[config.mk]
export PLATFORM = sky130hd
export DESIGN_NAME = sros_queue
export DESIGN_NICKNAME = d
export VERILOG_FILES = /design/src/hdl/sros_pkg.sv /design/src/hdl/sros_cell.sv /design/src/hdl/sros_queue.sv
export SDC_FILE = /design/constraint.sdc
export NUM_CORES = 2
export LEC_CHECK = 0
export ABC_CLOCK_PERIOD_IN_PS = 8200
export CAP_MARGIN = 30
export CORE_ASPECT_RATIO = 1.5
export CORE_MARGIN = 5
export CORE_UTILIZATION = 60
export DETAILED_ROUTE_END_ITERATION = 10
export DONT_BUFFER_PORTS = 1
export HOLD_SLACK_MARGIN = 0.08
export PLACE_DENSITY = 0.82
export SYNTH_ARGS = -nofsm -noshare
export SYNTH_HDL_FRONTEND = slang
export SYNTH_SLANG_ARGS = --single-unit
[constraint.sdc]
create_clock -name clk -period 8.2 [get_ports clk]
set_clock_uncertainty 0.05 [all_clocks]
set_input_delay 1.64 -clock clk [delete_from_list [all_inputs] [get_ports clk]]
set_output_delay 1.64 -clock clk [all_outputs]
set_load 0.03 [all_outputs]
[src/hdl/sros_pkg.sv]
// shared types and constants for the random output scheduler
// no dependencies
`default_nettype none
package sros_pkg;
    typedef enum logic [1:0] {
        CMD_ADVANCE = 2'd0,
        CMD_ARRIVE  = 2'd1,
        CMD_SERVE   = 2'd2,
        CMD_NONE    = 2'd3
    } cmd_t;

    localparam int SLOT_W = 32;
    localparam int PORT_W = 4;
    localparam int RND_W  = 16;
    localparam int LIM_W  = 4;
    localparam logic [LIM_W-1:0] LIMIT_RESET = 4'd4;

    // one queue entry: source port and arrival slot
    typedef struct packed {
        logic [PORT_W-1:0] src;
        logic [SLOT_W-1:0] slot;
    } entry_t;

    // control broadcast from the queue controller to every cell
    typedef struct packed {
        logic              write;   // load entry at position wr_pos
        logic              shift;   // cells at or above pick_pos take their upper neighbor
        logic [7:0]        wr_pos;
        logic [7:0]        pick_pos;
    } cell_ctl_t;
endpackage
`default_nettype wire

[src/hdl/sros_cell.sv]
// one storage cell of an output queue; holds one entry
// depends on sros_pkg
`default_nettype none
module sros_cell #(
    parameter logic [7:0] POS = 8'd0
) (
    input  wire                  clk,
    input  wire sros_pkg::cell_ctl_t ctl,
    input  wire sros_pkg::entry_t    wr_entry,
    input  wire sros_pkg::entry_t    upper,
    output sros_pkg::entry_t         entry
);
    sros_pkg::entry_t entry_reg;

    // load on append, take neighbor on close-up
    always_ff @(posedge clk)
    begin
        if (ctl.write && ctl.wr_pos == POS)
        begin
            entry_reg <= wr_entry;
        end
        else if (ctl.shift && POS >= ctl.pick_pos)
        begin
            entry_reg <= upper;
        end
    end

    assign entry = entry_reg;
endmodule
`default_nettype wire

[src/hdl/sros_queue.sv]
// one output queue built as a row of cells
// depends on sros_pkg, sros_cell
`default_nettype none
module sros_queue #(
    parameter int CAP = 32
) (
    input  wire                  clk,
    input  wire sros_pkg::cell_ctl_t ctl,
    input  wire sros_pkg::entry_t    wr_entry,
    input  wire [7:0]            rd_pos,
    output sros_pkg::entry_t         rd_entry
);
    sros_pkg::entry_t cells [CAP+1];

    // top neighbor of the last cell is a don't-care
    assign cells[CAP] = wr_entry;

    for (genvar i = 0; i < CAP; i++)
    begin : g_cell
        sros_cell #(.POS(8'(i))) u_cell (
            .clk(clk), .ctl(ctl), .wr_entry(wr_entry),
            .upper(cells[i+1]), .entry(cells[i])
        );
    end

    // picked entry read
    always_comb
    begin
        rd_entry = cells[0];
        for (int i = 0; i < CAP; i++)
        begin
            if (rd_pos == 8'(i))
            begin
                rd_entry = cells[i];
            end
        end
    end
endmodule
`default_nettype wire

# After elaboration in Yosys (flattened, before gate mapping)
# Cells that the tools add are included.
# Widths: inputs -> output; s select.
[totals] regBits=1152 output_inout_bits=36 wordCells=350
[classes] n_lt_le_gt_ge=32 n_eq_ne=62 mux=95 reduce_logical=97
[ops] operator="$mux 36" count=95
[ops] operator="$eq 8x5->1 const B" count=32
[ops] operator="$eq 8x4->1 const B" count=16
[ops] operator="$ge 5x8->1 const A" count=16
[ops] operator="$eq 8x3->1 const B" count=8
[ops] operator="$ge 4x8->1 const A" count=8
[ops] operator="$logic_and 1x1->1" count=64
[ops] operator="$reduce_bool 2->1" count=32
[ops] operator="$eq 8x2->1 const B" count=4
[ops] operator="$ge 3x8->1 const A" count=4
[ops] operator="$eq 8x1->1 const B" count=2
[ops] operator="$ge 1x8->1 const A" count=2
[ops] operator="$ge 2x8->1 const A" count=2
[ops] operator="$logic_not 8->1" count=1

# Depth between registers and ports, before layout
[logic_depth] ltp_word=32 ltp_mapped=11

# Hierarchy
# From an unflattened synthesis, not the netlist that was laid out.
[unflattened] hier_cells=4462 area_unflattened_um2=66104.6
[modules_own_cells] mod="sros_queue" instances=1 cells_each=1814 area_each_um2=11289.6 seq_area_each_um2=0.0
[modules_own_cells] mod="sros_cell at g_cell[1].u_cell ..." instances=3 cells_each=83 area_each_um2=1717.9 seq_area_each_um2=1081.0
[modules_own_cells] mod="sros_cell at g_cell[16].u_cell ..." instances=2 cells_each=83 area_each_um2=1720.4 seq_area_each_um2=1081.0
[modules_own_cells] mod="sros_cell at g_cell[21].u_cell ..." instances=2 cells_each=84 area_each_um2=1719.1 seq_area_each_um2=1081.0
[modules_own_cells] mod="sros_cell at g_cell[27].u_cell ..." instances=2 cells_each=83 area_each_um2=1719.1 seq_area_each_um2=1081.0
[modules_own_cells] mod="sros_cell at g_cell[19].u_cell ..." instances=2 cells_each=83 area_each_um2=1712.9 seq_area_each_um2=1081.0
[modules_own_cells] mod="sros_cell at g_cell[31].u_cell ..." instances=2 cells_each=81 area_each_um2=1707.9 seq_area_each_um2=1081.0
[modules_own_cells] mod="sros_cell at g_cell[20].u_cell" instances=1 cells_each=83 area_each_um2=1727.9 seq_area_each_um2=1081.0
[modules_own_cells] mod="sros_cell at g_cell[18].u_cell" instances=1 cells_each=84 area_each_um2=1726.7 seq_area_each_um2=1081.0
[modules_own_cells] mod="sros_cell at g_cell[24].u_cell" instances=1 cells_each=83 area_each_um2=1722.9 seq_area_each_um2=1081.0
[modules_own_cells] mod="sros_cell at g_cell[17].u_cell" instances=1 cells_each=83 area_each_um2=1721.7 seq_area_each_um2=1081.0
[modules_own_cells] mod="sros_cell at g_cell[22].u_cell" instances=1 cells_each=84 area_each_um2=1720.4 seq_area_each_um2=1081.0
[modules_own_cells] mod="sros_cell at g_cell[10].u_cell" instances=1 cells_each=84 area_each_um2=1716.6 seq_area_each_um2=1081.0
[modules_own_cells] mod="sros_cell at g_cell[25].u_cell" instances=1 cells_each=83 area_each_um2=1716.6 seq_area_each_um2=1081.0
[modules_own_cells] mod="+12 rows"

# Worst setup path before layout
# Ideal clock, no wire load.
[synth_path] kind="in2reg" from="input ctl[7] (netlist bit)" to="register g_cell[26].u_cell.entry_reg, in the netlist g_cell[26].u_cell.entry[0], enable pin" setup_time_ps=555 t_arrival_ps=6727 t_required_ps=7595 slack_ps=868 path_stages=3 path_buffers=1 cell_sequence="or4b_2 -> clkbuf_1 -> o311ai_0"
[synth_via] elab_chain_cells=3
[synth_rtl] item="start: declaration" line_no="sros_queue.sv:8" source="input wire sros_pkg::cell_ctl_t ctl,"
[synth_rtl] item="$ge 5x8->1" line_no="sros_cell.sv:22" source="else if (ctl.shift && POS >= ctl.pick_pos)"
[synth_rtl] item="$logic_and 1x1->1" line_no="sros_cell.sv:22"
[synth_rtl] item="$reduce_bool 2->1 (no line)"
[synth_rtl] item="end signal: assignment" line_no="sros_cell.sv:20" source="entry_reg <= wr_entry;"
[synth_rtl] item="end signal: assignment" line_no="sros_cell.sv:24" source="entry_reg <= upper;"
[synth_rtl] item="end: declaration" line_no="sros_cell.sv:13" source="sros_pkg::entry_t entry_reg;"
# Every way passes these cells.
# A chain may end at the register's enable or synchronous reset.

==> impl_metrics.csv <==
group,metric,value,unit
global_routing,grtUsageTotal,35.2,%
floorplan,rows,140,
worst_setup_path,worstRegToRegCells,1,
logic_synthesis,synth_top_area_cell,"edfxtp_1",
global_routing,grt_overflow,0,
worst_setup_path,crit_type,"input port to output port",
worst_setup_path,cp.required,6.51,ns
clock_tree,cts_resized,0,
global_routing,grt_use_met2,56.8,%
sta,period_share,83.6,%
sta,setup_tns,0,ns
placement,dp_slack,1.35,ns
global_routing,use_met3,8.93,%
placement,port_buffers,0,
clock_tree,cts-htree-levels,3,
worst_hold_path,min_from,"g_cell[28].u_cell.entry[30]$_DFFE_PP_",
worst_hold_path,hold_path_depth,1,
power,power_density,189,mW/mm²
floorplan,dieArea,0.104,mm²
finish,nNetsFinal,4128,
worst_setup_path,critPathArrivalTime,5.16,ns
detailed_routing,detail_route.vias_per_cell,7.73,
run_status,outcome,"finished clean",
global_routing,first_global_vias,42600,
floorplan,die_y,393,µm
sta,worstMarginPinSlew,1.12,ns
detailed_routing,num_vias,41900,
placement,dp_hpwl,109,mm
detailed_routing,ant_nets,0,
worst_hold_path,hold_class,"flip-flop to flip-flop",
logic_synthesis,synth_area_per_cell,13.8,µm²
worst_hold_path,hold-path-endpoint,"g_cell[27].u_cell.entry[30]$_DFFE_PP_",
floorplan,initial_utilization,60.4,%
floorplan,die_x,265,µm
sta,hold_viol,0,
logic_synthesis,synth_flop_cell,"edfxtp_1",
logic_synthesis,synth.area.top_cells,"edfxtp_1 (59%), mux2_2 (22%), clkbuf_1 (2.5%)",
worst_setup_path,start_kind,"input port",
worst_setup_path,reg2reg_to,"g_cell[14].u_cell.entry[13]$_DFFE_PP_",
clock_tree,root_buffer,"clkbuf_16",
worst_setup_path,critPathCaptureType,"output port",
logic_synthesis,syn_nets,4300,
clock_tree,holdBufCountCts,0,
logic_synthesis,syn-instance-count,4237,
sta,rsz0062_at_grt,"false",
logic_synthesis,synth_warnings,0,
detailed_routing,dr.pass1.iters,8,
clock_tree,clock_path_buffers,3,
sta,relSlewSlack,25.4,%
finish,largest_register_ffs,1152,
logic_synthesis,synth-seq-area-share,59.0,%
floorplan,core-area,0.0970,mm²
clock_tree,cts_setup_buffers,0,
logic_synthesis,synth_top_area_share,59.0,%
worst_setup_path,r2r_start,"g_cell[15].u_cell.entry[13]$_DFFE_PP_",
logic_synthesis,synth_seq_cells,1152,
sta,fin_ws,1.35,ns
placement,gp_congestion,0.924,
finish,area_delta_synth_final,8.68,%
sta,fin_crit,6.85,ns
sta,maxSlewViolCount,0,
clock_tree,worst_skew_pair.late_latency,0.73,ns
detailed_routing,drc,0,
floorplan,io_pins,99,
logic_synthesis,syn_area,0.0587,mm²
power,peakVddDrop,240,µV
logic_synthesis,synth-async-reset-ratio,0,%
logic_synthesis,ys_types,67,
global_routing,met1_usage,41.8,%
global_routing,grt_start_max_net_pins,132,
clock_tree,clkTransAtPathRegs,0.06,ns
finish,drive_gt1_share,37.6,%
power,finalPower,12.0,mW
logic_synthesis,synth_edf_count,1152,
detailed_routing,drt_iter0_drc,6780,
detailed_routing,drt_wl_total,189,mm
worst_setup_path,path_max_fanout,70,
worst_setup_path,ff2ff_setup_slack,7.09,ns
global_routing,grt_pass1_wl,275,mm
clock_tree,numCtsBuffers,101,
power,p_leak,20.3,nW
sta,fmax,146,MHz
detailed_routing,wl_per_cell,34.8,µm
global_routing,gr-max-usage-layer,"met2",
flow_run,cap_violations,0,
clock_tree,cts_tree,"built",
global_routing,antenna_found_initial,3,
sta,setup_viol,0,
clock_tree,cts.sinks,1152,
[worst max-delay path, stage by stage]
cell,delay [ns]
nor4_4,0.02
buf_4,0.25
nand2_2,0.11
buf_4,0.85
o22ai_1,0.14
a2111oi_0,0.77
o211ai_1,0.35
a22o_1,0.30
a221oi_1,0.44
buf_4,0.25
[stage by stage]
step / hold slack, ns / std cells / area, µm² / util, %
after global routing: 0.536 / 5424 / 63700 / 65.7
after floorplan: 0.491 / 4237 / 58700 / -
final: 0.519 / 5426 / 63700 / 65.7
after CTS: 0.519 / 5423 / 63700 / 65.7
after global placement: 0.494 / 5237 / 60300 / 62.2
after detailed placement: 0.505 / 5239 / 60400 / 62.2
[worst max path at each step]
stage          slack, ns                                   end  startpoint
2_1_floorplan       0.87  g_cell[26].u_cell.entry[0]$_DFFE_PP_      ctl[7]
3_3_place_gp        1.39                          rd_entry[17]   rd_pos[7]
4_1_cts             1.36                          rd_entry[20]   rd_pos[7]
5_1_grt             1.40                          rd_entry[29]   rd_pos[6]
3_5_place_dp        1.35                          rd_entry[20]   rd_pos[7]
6_report            1.35                          rd_entry[15]   rd_pos[6]
[cell usage in the layout (no fill, tap or decap), types with 84 or more instances in the layout]
cell and count:
mux2_2 1152, a21oi_1 170, a22oi_1 94, o22ai_1 209, clkbuf_16 101, edfxtp_1 1152
nand2_1 84, nor2_1 182, o21ai_0 85, buf_4 156
[per-layer routing]
layer / wire [µm] / vias to the layer above
li1: - / 16600
met2: 87700 / 3873
met1: 58900 / 20300
met4: 15900 / 0
met3: 26400 / 1115
met5: 0 / -
[cell families (layout without fill, tap and decap cells)]
family	count (synthesis)	count (layout)	share of synthesized area, %
muxes	1187	1187	22.7
DFF	1152	1152	59.0
AOI/OAI and AO/OA	1018	1018	12.0
buffers and inverters	449	358	2.97
and+or+nand+nor	430	430	3.32
xor gates and xnor gates	1	1	0.0149
other	0	2	0
[power breakdown]
part / total, mW / switching [mW] / internal, mW
combinational: 0.540 / 0.362 / 0.178
sequential: 6.51 / 0.0319 / 6.48
clock: 4.97 / 2.25 / 2.71
total: 12.0 / 2.65 / 9.37
[Yosys cell counts (6+ instances only)]
cell          n
a22oi_1      94
o221ai_1     18
o22ai_1     212
o32ai_1      21
buf_1        15
and3_1       28
a21o_1       44
nor3b_1       7
mux2i_1      35
nand2b_1      8
o311ai_0      6
nand2_1     103
a221o_1      22
mux2_2     1152
o21a_1        7
a2111oi_0    31
a222oi_1     11
buf_2        34
o31ai_1      33
a22o_1       25
nand3_1      35
nor2_1      202
a31oi_1      38
a21oi_1     171
o21ai_0      96
a221oi_1     77
o22a_1       13
inv_1         6
edfxtp_1   1152
nor2b_1      10
o211ai_1     15
a211oi_1     46
clkbuf_1    387
o2bb2ai_1     8
[cell type report]
type                    count  area (µm²)
flip-flops and latches   1152       34600
fillers                  6745       33300
multi-input cells        2636       22800
clock buffers             117        2590
well taps                1278        1600
repair buffers            164        1340
clock inverters            67         748
inverters                  10        38.8
diodes                      2        5.00
(Power assumes the default switching activity.)
